[src/hdl/cidx_pkg.sv]
// Shared constants and register codes for the column-major to row-major index generator.
package cidx_pkg;

  localparam int MAX_RANK_DEF   = 6;
  localparam int INDEX_BITS_DEF = 32;

  localparam int DIM_REGS     = 6;
  localparam int DIM_BITS     = 16;
  localparam int RANK_BITS    = 3;
  localparam int EB_BITS      = 5;
  localparam int ACC_BITS     = 36;
  localparam int IN_BITS      = 32;
  localparam int SRC_BITS     = 32;
  localparam int OFS_BITS     = 36;
  localparam int ADDR_BITS    = 5;
  localparam int DATA_BITS    = 32;

  typedef enum logic [2:0] {
    REG_RANK      = 3'd0,
    REG_DIM0      = 3'd1,
    REG_DIM1      = 3'd2,
    REG_DIM2      = 3'd3,
    REG_DIM3      = 3'd4,
    REG_DIM4      = 3'd5,
    REG_DIM5      = 3'd6,
    REG_ELEM_BYTES = 3'd7
  } reg_idx_t;

  typedef logic [DIM_REGS-1:0][DIM_BITS-1:0] dim_arr_t;

endpackage

[src/hdl/cidx_regs.sv]
// Configuration register file behind the APB-style port.
module cidx_regs (
  input  logic                                clk,
  input  logic                                rst_n,
  input  logic                                psel,
  input  logic                                penable,
  input  logic                                pwrite,
  input  logic [cidx_pkg::ADDR_BITS-1:0]      paddr,
  input  logic [cidx_pkg::DATA_BITS-1:0]      pwdata,
  output logic [cidx_pkg::DATA_BITS-1:0]      prdata,
  output logic                                pready,
  output logic [cidx_pkg::RANK_BITS-1:0]      rank,
  output cidx_pkg::dim_arr_t                  dim_size,
  output logic [cidx_pkg::EB_BITS-1:0]        element_bytes
);

  logic [cidx_pkg::RANK_BITS-1:0] rank_r;
  cidx_pkg::dim_arr_t             dim_r;
  logic [cidx_pkg::EB_BITS-1:0]   eb_r;
  cidx_pkg::reg_idx_t             sel;
  logic                           wr;

  assign sel    = cidx_pkg::reg_idx_t'(paddr[cidx_pkg::ADDR_BITS-1:2]);
  assign wr     = psel && penable && pwrite;
  assign pready = 1'b1;

  always_ff @(posedge clk) begin
    if (!rst_n) begin
      rank_r <= cidx_pkg::RANK_BITS'(1);
      for (int i = 0; i < cidx_pkg::DIM_REGS; i++) begin
        dim_r[i] <= cidx_pkg::DIM_BITS'(1);
      end
      eb_r <= cidx_pkg::EB_BITS'(1);
    end else if (wr) begin
      unique case (sel)
        cidx_pkg::REG_RANK:       rank_r   <= pwdata[cidx_pkg::RANK_BITS-1:0];
        cidx_pkg::REG_DIM0:       dim_r[0] <= pwdata[cidx_pkg::DIM_BITS-1:0];
        cidx_pkg::REG_DIM1:       dim_r[1] <= pwdata[cidx_pkg::DIM_BITS-1:0];
        cidx_pkg::REG_DIM2:       dim_r[2] <= pwdata[cidx_pkg::DIM_BITS-1:0];
        cidx_pkg::REG_DIM3:       dim_r[3] <= pwdata[cidx_pkg::DIM_BITS-1:0];
        cidx_pkg::REG_DIM4:       dim_r[4] <= pwdata[cidx_pkg::DIM_BITS-1:0];
        cidx_pkg::REG_DIM5:       dim_r[5] <= pwdata[cidx_pkg::DIM_BITS-1:0];
        cidx_pkg::REG_ELEM_BYTES: eb_r     <= pwdata[cidx_pkg::EB_BITS-1:0];
        default: ;
      endcase
    end
  end

  always_comb begin
    unique case (sel)
      cidx_pkg::REG_RANK:       prdata = cidx_pkg::DATA_BITS'(rank_r);
      cidx_pkg::REG_DIM0:       prdata = cidx_pkg::DATA_BITS'(dim_r[0]);
      cidx_pkg::REG_DIM1:       prdata = cidx_pkg::DATA_BITS'(dim_r[1]);
      cidx_pkg::REG_DIM2:       prdata = cidx_pkg::DATA_BITS'(dim_r[2]);
      cidx_pkg::REG_DIM3:       prdata = cidx_pkg::DATA_BITS'(dim_r[3]);
      cidx_pkg::REG_DIM4:       prdata = cidx_pkg::DATA_BITS'(dim_r[4]);
      cidx_pkg::REG_DIM5:       prdata = cidx_pkg::DATA_BITS'(dim_r[5]);
      cidx_pkg::REG_ELEM_BYTES: prdata = cidx_pkg::DATA_BITS'(eb_r);
      default:                  prdata = '0;
    endcase
  end

  assign rank          = rank_r;
  assign dim_size      = dim_r;
  assign element_bytes = eb_r;

endmodule

[config.mk]
export PLATFORM = sky130hd
export DESIGN_NAME = cidx_regs
export DESIGN_NICKNAME = d
export VERILOG_FILES = /design/src/hdl/cidx_pkg.sv /design/src/hdl/cidx_regs.sv
export SDC_FILE = /design/constraint.sdc
export NUM_CORES = 1
export LEC_CHECK = 0
export BUFFER_PORTS_ARGS = -buffer_cell sky130_fd_sc_hd__buf_2
export CORE_MARGIN = 3
export CORE_UTILIZATION = 40
export CTS_BUF_LIST = sky130_fd_sc_hd__clkbuf_8 sky130_fd_sc_hd__clkbuf_16
export DETAILED_ROUTE_END_ITERATION = 10
export HOLD_SLACK_MARGIN = 0.08
export PLACE_DENSITY_LB_ADDON = 0.2
export SYNTH_ARGS = -nofsm -noshare
export SYNTH_HDL_FRONTEND = slang
export SYNTH_SLANG_ARGS = --single-unit
[constraint.sdc]
create_clock -name clk -period 2.6 [get_ports clk]
set_clock_uncertainty 0.2 [all_clocks]
set_input_delay 0.26 -clock clk [delete_from_list [all_inputs] [get_ports clk]]
set_output_delay 0.26 -clock clk [all_outputs]
set_load 0.05 [all_outputs]
==> results of run 1 <==
[routing by layer]
layer | vias up | track usage, % | wire length, um
met1 | 2171 | 27.58 | 6595
met5 | - | 0 | 0
met4 | 0 | 6.372 | 363
met2 | 195 | 36.87 | 7447
li1 | 2235 | - | -
met3 | 31 | 6.890 | 1281
[power breakdown]
group	internal (mW)	switching [mW]	total, mW
logic	0.118	0.303	0.422
clock network	0.768	0.605	1.37
registers	1.60	0.0101	1.61
total	2.49	0.919	3.41
[metrics by stage]
stage                     hold slack (ns)  area [um2]
after floorplan                    0.1949        5115
after detailed placement           0.2578        5804
after global routing               0.2015        6264
after CTS                          0.1670        6264
after global placement             0.2548        5804
final                              0.2190        6264
[cell type report]
class,instances,area share (%)
clock buffers,10,3.815
clock inverters,6,0.9588
inverters,2,0.1199
multi-input cells,427,42.33
flip-flops and latches,104,33.24
well taps,168,3.356
repair buffers,174,16.18
[final timing paths]
path	cells after the start	startpoint	to
worst min register to register	2	dim_size[24]	dim_size[24]
worst max register to register	2	dim_size[59]	dim_size[59]
worst max-delay path	6	paddr[2]	prdata[3]
worst min-delay path	3	rst_n	rank[0]
[Yosys cell counts, drive strengths merged]
| master | count |
|---|---|
| a31oi | 2 |
| dfxtp | 104 |
| nand2b | 4 |
| a22oi | 2 |
| o221ai | 1 |
| o21ai | 42 |
| nand4 | 1 |
| nand2 | 137 |
| a21oi | 20 |
| nand3 | 6 |
| nor3 | 3 |
| nor2 | 16 |
| buf | 44 |
| or2 | 2 |
| mux2 | 16 |
| a22o | 3 |
| a211o | 2 |
| mux4 | 4 |
| a21boi | 79 |
| nor3b | 4 |
| clkbuf | 21 |
| conb | 2 |
| or3 | 2 |
| nor2b | 22 |
| mux2i | 30 |
| a221oi | 11 |
| nand4b | 1 |
| inv | 2 |
[cell families (layout without fill, tap and decap cells)]
group                  after synthesis  after routing  share of synthesized area (%)
and+or+nand+nor                    198            198                          18.53
AOI/OAI and AO/OA                  162            162                          21.35
DFF                                104            104                          41.16
buffers and inverters               67            192                          7.544
muxes                               50             50                          11.28
other                                2             17                         0.1485
[tightest hold or removal path, delay by kind of cell]
family	cells	cell delay (ns)
buf+inv	2	0.29
simple gates	1	0.10
[registers in the layout, summed over array words and instances (netlist names)]
signal,count
dim_size,96
rank,3
element_bytes,5
==> impl_results.md, run 1 <==
- Status: complete, no violations
- Setup bufs post-CTS: 0
- RSZ-0062 raised after global routing: false
- Commonest non-fill, non-tap cell in the layout: buf_2
- Worst-margin pin slew: 0.7166 ns
- Clock Pin Slew Worst Setup and Hold Paths: around 0.060 ns
- Final Core Density: 51.50%
- Most frequent cells in the layout: buf_2 (143), nand2_1 (136), dfxtp_1 (104)
- Die Span Y: between 100 and 150 um
- Die X: around 120 um
- CP bufs+invs: 4
- Core ar.: 0.01216 mm2
- Total Nets Final: 760
- PD cells: around 540 mW/mm2
- Post-synth top area share: approximately two fifths
- Worst slack, placed: roughly 0.16 ns
- CTS max path bufs: 2
- DRC: 0
- Setup TNS: 0 ns
- DR WL/cell: 17.61 um
- ANT cells: 0
- Peak VDD IR: 351.9 uV
- Die Area: 0.01403 mm2
- Power Total: 3.409 mW
- Layout cells sized above 1: 28.35%
- Area Overhead vs Synth: 23.82%
- Area of the multi-input gates: 0.002651 mm2
- DRT antenna net count: 0
- Critical path's most frequent cell: buf_2
- CP max-delay cell: buf_2
- Initial Util: 41.59%
- Final Setup Violations: 0
- Num Clock Sinks: 104
- Final Slew Violations: 0
- CP max FO: 26
- Max cap viols: 0
- PostCTS Resize Cnt: 0
- Via density: 5.199
- Critical Path RT: about 2.1 ns
- Port Buffers: 143
- DR pass1 iterations: 4
- CP peak stage delay: 0.55 ns
- Hold Vio Cnt, Final: 0
- Pin count of the biggest net entering global routing: 105
- Synth top area cells: dfxtp_1 (41%), nand2_1 (10%), a21boi_0 (7.4%), mux2i_1 (5.9%), a21boi_1 (4.3%)
- Post-DP HPWL: 11180 um
- Crit Path Category: in2out
- Number of synthesized register bits: 104
- CP cell instances: buf_2, buf_4, mux4_2, inv_1, a21oi_1, buf_2
- Ports: 179
- Count of hold buffers inserted by post-cts repair: 16
- Final-layout fill cell count: 1168
- Sequential share of the synthesized area: 41.16%
- Grt ovf: 0
- Post-synth top area cell: dfxtp_1
- Initial antenna violation count: 0
- Total Routing Usage GR: between 20% and 30%
- H-tree depth: 3
- Crit path arrival time: 1.95 ns
- Vias in the first global route: 4518
- Global-route wire length before repair: 24610 um
- Clock root buffer: clkbuf_16
- Slew headroom: 52.17%
- Critical path startpoint category: primary input
- Fin worst setup slack: 0.1901 ns
- Fin cells: 891
- FF/Latch Area: 0.002082 mm2
- TritonCTS clock tree: built
- Placed cell count: 859
- Vias: 4632
- Final period util: 92.69%
- Library cells used by synthesis: 41
- Endpoint class of the critical path: output port
- Cell row count: 40
- Hold crit path type: in2reg
- Mean Syn Cell Area: between 8 and 9 um2
- FMAX: roughly 410 MHz
- Crit path time final: 2.410 ns
- Clock Latency Late Sink: 0.35 ns
- Mapped Cells: around 580
- DRT Wirelength: 15690 um
- RD Place Congestion: between 0.8 and 0.9
- Mapped cell area: 0.005059 mm2
- Iter 0 DRT Violations: between 300 and 400
- Flop2flop setup slack: 1.60 ns
- CTS buffer count: 9
- Top delay family on crit path: buffers and inverters
- Static Leak: 2.617 nW
- Syn. warnings: 0
Note: power is estimated with default switching activity, not from simulation.
==> inputs of run 2 (changes only) <==
--- a/config.mk
+++ b/config.mk
@@ -10,7 +10,7 @@
 export CORE_UTILIZATION = 40
 export CTS_BUF_LIST = sky130_fd_sc_hd__clkbuf_8 sky130_fd_sc_hd__clkbuf_16
 export DETAILED_ROUTE_END_ITERATION = 10
-export HOLD_SLACK_MARGIN = 0.08
+export HOLD_SLACK_MARGIN = 0.05
 export PLACE_DENSITY_LB_ADDON = 0.2
 export SYNTH_ARGS = -nofsm -noshare
 export SYNTH_HDL_FRONTEND = slang
==> constraint.sdc (replaced) <==
create_clock -name clk -period 2.5 [get_ports clk]
set_clock_uncertainty 0.2 [all_clocks]
set_input_delay 0.25 -clock clk [delete_from_list [all_inputs] [get_ports clk]]
set_output_delay 0.25 -clock clk [all_outputs]
set_load 0.05 [all_outputs]
==> run 2 against run 1 <==
Final area increased by 0.58%. Global-route usage fell by 0.45 points. Utilization increased by 0.30 points. Power grew 3.9%. Sequential power grew 4%. Critical endpoint is now prdata[4]. Largest cell class unchanged.
==> impl_results.md, run 2 (synthesized netlist as in run 1, its figures left out) <==
- Core ar.: about 0.012 mm2
- Global-route wire length before repair: 24210 um
- CTS buffer count: 9
- Die Area: 0.01403 mm2
- DR pass1 iterations: 4
- CTS max path bufs: 2
- Grt ovf: 0
- Clock Latency Late Sink: 0.34 ns
- Crit Path Category: in2out
- FMAX: 437.9 MHz
- Ports: about 180
- DRT antenna net count: 0
- Die Span Y: 118.5 um
- Iter 0 DRT Violations: 366
- Post-DP HPWL: 11120 um
- Setup TNS: 0 ns
- Clock Pin Slew Worst Setup and Hold Paths: roughly 0.07 ns
- Final-layout fill cell count: 1192
- Slew headroom: 63.85%
- Endpoint class of the critical path: output port
- Commonest non-fill, non-tap cell in the layout: buf_2
- CP max-delay cell: mux4_2
- Critical path's most frequent cell: buf_2
- CP peak stage delay: between 0.5 and 0.6 ns
- Worst-margin pin slew: 0.5423 ns
- Final period util: 91.35%
- DRC: 0
- Die X: 118.5 um
- Port Buffers: 143
- RD Place Congestion: 0.8476
- DRT Wirelength: roughly 16000 um
- Final Core Density: 51.80%
- Peak VDD IR: 494.2 uV
- Via density: approximately 5.1
- Layout cells sized above 1: 28.83%
- CP bufs+invs: 4
- PostCTS Resize Cnt: 0
- Power Total: 3.542 mW
- Area Overhead vs Synth: 24.54%
- Count of hold buffers inserted by post-cts repair: 15
- ANT cells: 0
- TritonCTS clock tree: built
- Cell row count: 40
- CP max FO: 16
- DR WL/cell: between 15 and 20 um
- Critical path startpoint category: primary input
- Largest register FFs: between 90 and 100
- Num Clock Sinks: 104
- Hold Vio Cnt, Final: 0
- Pin count of the biggest net entering global routing: 105
- Hold crit path type: in2reg
- Top delay family on crit path: buffers and inverters
- Status: complete, no violations
- Vias: 4580
- RSZ-0062 raised after global routing: false
- Vias in the first global route: 4476
- PD cells: 562.2 mW/mm2
- Initial antenna violation count: 0
- Final Setup Violations: 0
- Crit path arrival time: roughly 1.8 ns
- Crit path time final: 2.284 ns
- Total Routing Usage GR: 21.67%
- Setup bufs post-CTS: 0
- Total Nets Final: 764
- Initial Util: 41.59%
- Critical Path RT: 2.05 ns
- Static Leak: 2.636 nW
- CP cell instances: buf_2, buf_4, mux4_2, inv_1, a21oi_1, buf_2
- Max cap viols: 0
- Final Slew Violations: 0
- Most frequent cells in the layout: buf_2 (143), nand2_1 (136), dfxtp_1 (104)
- H-tree depth: 3
- Clock root buffer: clkbuf_16
==> run 2: changes by cell type in the layout (fill, tap and decap cells not counted) <==
cell,change
clkinv_4,-1
clkinv_2,-1
buf_4,+4
dlygate4sd3_1,-1
clkbuf_8,+1
buf_12,+1
inv_1,-1
==> run 2: path summary, 6_finish.rpt <==
path,slack [ns],startpoint,cells after the start,endpoint
worst max-delay path,0.22,paddr[2],6,prdata[4]
worst min-delay path,0.05,pwdata[0],3,element_bytes[0]
worst max register to register,1.54,element_bytes[3],2,element_bytes[3]
worst min register to register,0.27,dim_size[26],2,dim_size[26]
==> run 2: cell type report <==
type                            instances  area (um2)  area share (%)
Inverter                                2       7.507          0.1192
Timing Repair Buffer                  178        1054           16.72
Multi-Input combinational cell        427        2651           42.09
Sequential cell                       104        2082           33.05
Clock inverter                          3       42.54          0.6753
Tap cell                              168       210.2           3.337
Clock buffer                           11       252.7           4.012
==> run 2: layer usage <==
metal | GRT usage (%) | up-vias | wire, um
li1 | - | 2234 | -
met1 | 26.92 | 2143 | 6521
met2 | 36.66 | 185 | 7510
met3 | 5.502 | 18 | 1248
met4 | 7.241 | 0 | 283
met5 | 0 | - | 0
==> run 2: stage by stage <==
stage,cell area [um2],hold slack [ns],setup WS (ns),std cells
after global placement,5854,0.2535,0.2304,864
after detailed placement,5854,0.2599,0.2265,864
final,6300,0.05414,0.2162,893
after floorplan,5115,0.1849,0.1799,598
after CTS,6300,0.05031,0.2137,893
after global routing,6300,0.05906,0.1595,893
==> run 2: report_power, final <==
part	total (mW)	switching, mW	internal [mW]
clock network	1.42	0.601	0.818
registers	1.68	0.0104	1.67
logic	0.443	0.315	0.128
total	3.54	0.927	2.61
==> run 2: worst min-delay path: cells and delay by family <==
kind	cells	cell delay [ns]
and+or+nand+nor	2	0.13
buffers and inverters	1	0.17
==> inputs of run 3 (changes only) <==
--- a/config.mk
+++ b/config.mk
@@ -7,7 +7,7 @@
 export LEC_CHECK = 0
 export BUFFER_PORTS_ARGS = -buffer_cell sky130_fd_sc_hd__buf_2
 export CORE_MARGIN = 3
-export CORE_UTILIZATION = 40
+export CORE_UTILIZATION = 25
 export CTS_BUF_LIST = sky130_fd_sc_hd__clkbuf_8 sky130_fd_sc_hd__clkbuf_16
 export DETAILED_ROUTE_END_ITERATION = 10
 export HOLD_SLACK_MARGIN = 0.05
==> run 3 against run 2 <==
First-iteration DRC count decreased by 47%. Non-clock buffer count increased by 3. Worst setup slack improved by 0.070 ns. Combinational power increased by 2%. Final area increased by 2.2%. Global-route usage decreased by 6.0 points. Register-to-register slack about the same. Utilization decreased by 19 points.
==> impl_results.md, run 3 (synthesized netlist as in run 1, its figures left out) <==
- Cell row count: slightly above 50
- Min-delay src: dim_size[45]
- Clock Latency Late Sink: 0.34 ns
- Peak VDD IR: 350.3 uV
- Total Routing Usage GR: 15.70%
- Crit path time final: 2.214 ns
- PD cells: roughly 550 mW/mm2
- Die Span Y: between 100 and 150 um
- Met2 Usage GRT: 26.90%
- DRT Wirelength: around 17000 um
- TritonCTS clock tree: built
- Hold Vio Cnt, Final: 0
- Final Setup Violations: 0
- Critical path startpoint category: primary input
- Static Leak: 2.649 nW
- Reg2Reg Depth: 2
- Global-route wire length before repair: 26620 um
- Critical Path RT: 2.05 ns
- CTS buffer count: 9
- RD Place Congestion: 0.8779
- Hold crit path type: reg2reg
- Total Nets Final: 767
- Most frequent cells in the layout: buf_2 (143), nand2_1 (136), dfxtp_1 (104)
- Vias: between 4000 and 5000
- Worst-margin pin slew: 0.6798 ns
- FMAX: ~450 MHz
- Pin count of the biggest net entering global routing: 43
- Final period util: 88.57%
- Ports: 179
- DR WL/cell: between 15 and 20 um
- Count of hold buffers inserted by post-cts repair: 16
- Vias in the first global route: between 4000 and 5000
- Slew headroom: 54.68%
- RSZ-0062 raised after global routing: false
- CP max FO: 14
- R2R Path Start: dim_size[69]
- Max cap viols: 0
- PostCTS Resize Cnt: 0
- Final Slew Violations: 0
- Commonest non-fill, non-tap cell in the layout: buf_2
- Clock Pin Slew Worst Setup and Hold Paths: roughly 0.07 ns
- Area Overhead vs Synth: 27.31%
- Num Clock Sinks: 104
- Worst reg2reg endpoint: dim_size[69]
- Die X: 148.2 um
- H-tree depth: 3
- Setup TNS: 0 ns
- ANT cells: 0
- Final Core Density: 32.77%
- Hold Path Depth: 2
- DRT antenna net count: 0
- CTS max path bufs: 2
- Setup bufs post-CTS: 0
- Grt ovf: 0
- Layout cells sized above 1: approximately 29%
- Core ar.: 0.01965 mm2
- Status: complete, no violations
- Fin cells: between 900 and 1000
- GR Util met3: roughly 4.2%
- Clock root buffer: clkbuf_16
- Crit path arrival time: ~1.8 ns
- Iter 0 DRT Violations: 194
- Fin worst setup slack: 0.2857 ns
- Port Buffers: around 140
- Die Area: 0.02198 mm2
- Crit Path Category: in2out
- Busiest grt layer: met2
- Endpoint class of the critical path: output port
- Flop2flop setup slack: 1.54 ns
- Hold Crit Endpoint: dim_size[45]
- Worst slack, placed: 0.2676 ns
- Placed cell count: just under 1000
- Post-DP HPWL: 13250 um
- Initial Util: 25.74%
- Met1 Use GR: 19.46%
- Initial antenna violation count: 0
- Largest register FFs: between 90 and 100
- DRC: 0
- DR pass1 iterations: 4
- Via density: around 4.7
==> run 3: changes by cell type in the layout (fill, tap and decap cells not counted), sizes merged <==
cell         before  now
buf             163  165
clkbuf           11    9
clkinv            1    3
clkinvlp          1    2
dlygate4sd3      15   16
inv               2    3
==> run 3: through the flow <==
step,hold slack (ns),cell area [um2],power (mW)
after floorplan,0.1849,5115,2.038
after global placement,0.2548,5991,2.148
after detailed placement,0.2594,5991,2.152
after CTS,0.2686,6440,3.572
after global routing,0.2931,6440,3.652
final,0.2661,6440,3.529
==> run 3: how the worst max path moves through the flow <==
stage                 startpoint   endpoint  slack, ns  cells past startpoint
floorplan           dim_size[37]  prdata[5]       0.18                      2
global placement        paddr[2]  prdata[8]       0.26                      6
detailed placement      paddr[2]  prdata[4]       0.27                      6
CTS                     paddr[2]  prdata[4]       0.27                      6
global route            paddr[2]  prdata[4]       0.18                      6
finish                  paddr[2]  prdata[4]       0.29                      6
==> run 3: power breakdown <==
part	total [mW]	internal [mW]	switching, mW
Clock	1.40	0.768	0.630
Combinational	0.453	0.131	0.322
Sequential	1.68	1.67	0.00998
==> run 3: area by class of cell <==
cell class	instances	area, um2
fill	2141	13210
clock buffer	9	225.2
tap	265	331.6
multi-input combinational	427	2651
clock inverter	7	63.81
timing repair buffer	181	1079
sequential	104	2082
inverter	2	7.507
==> run 3: per-layer routing <==
metal | vias up | routed length [um] | part of all wire [%]
li1 | 2251 | - | -
met1 | 2240 | 7410 | 42
met2 | 157 | 8518 | 49
met3 | 21 | 1203 | 6.9
met4 | 0 | 347 | 2.0
met5 | - | 0 | 0
==> run 3: critical path, cell delays in order <==
cell	delay (ns)
buf_2	0.35
buf_12	0.20
mux2_2	0.35
a221oi_1	0.28
a21oi_1	0.08
buf_2	0.24
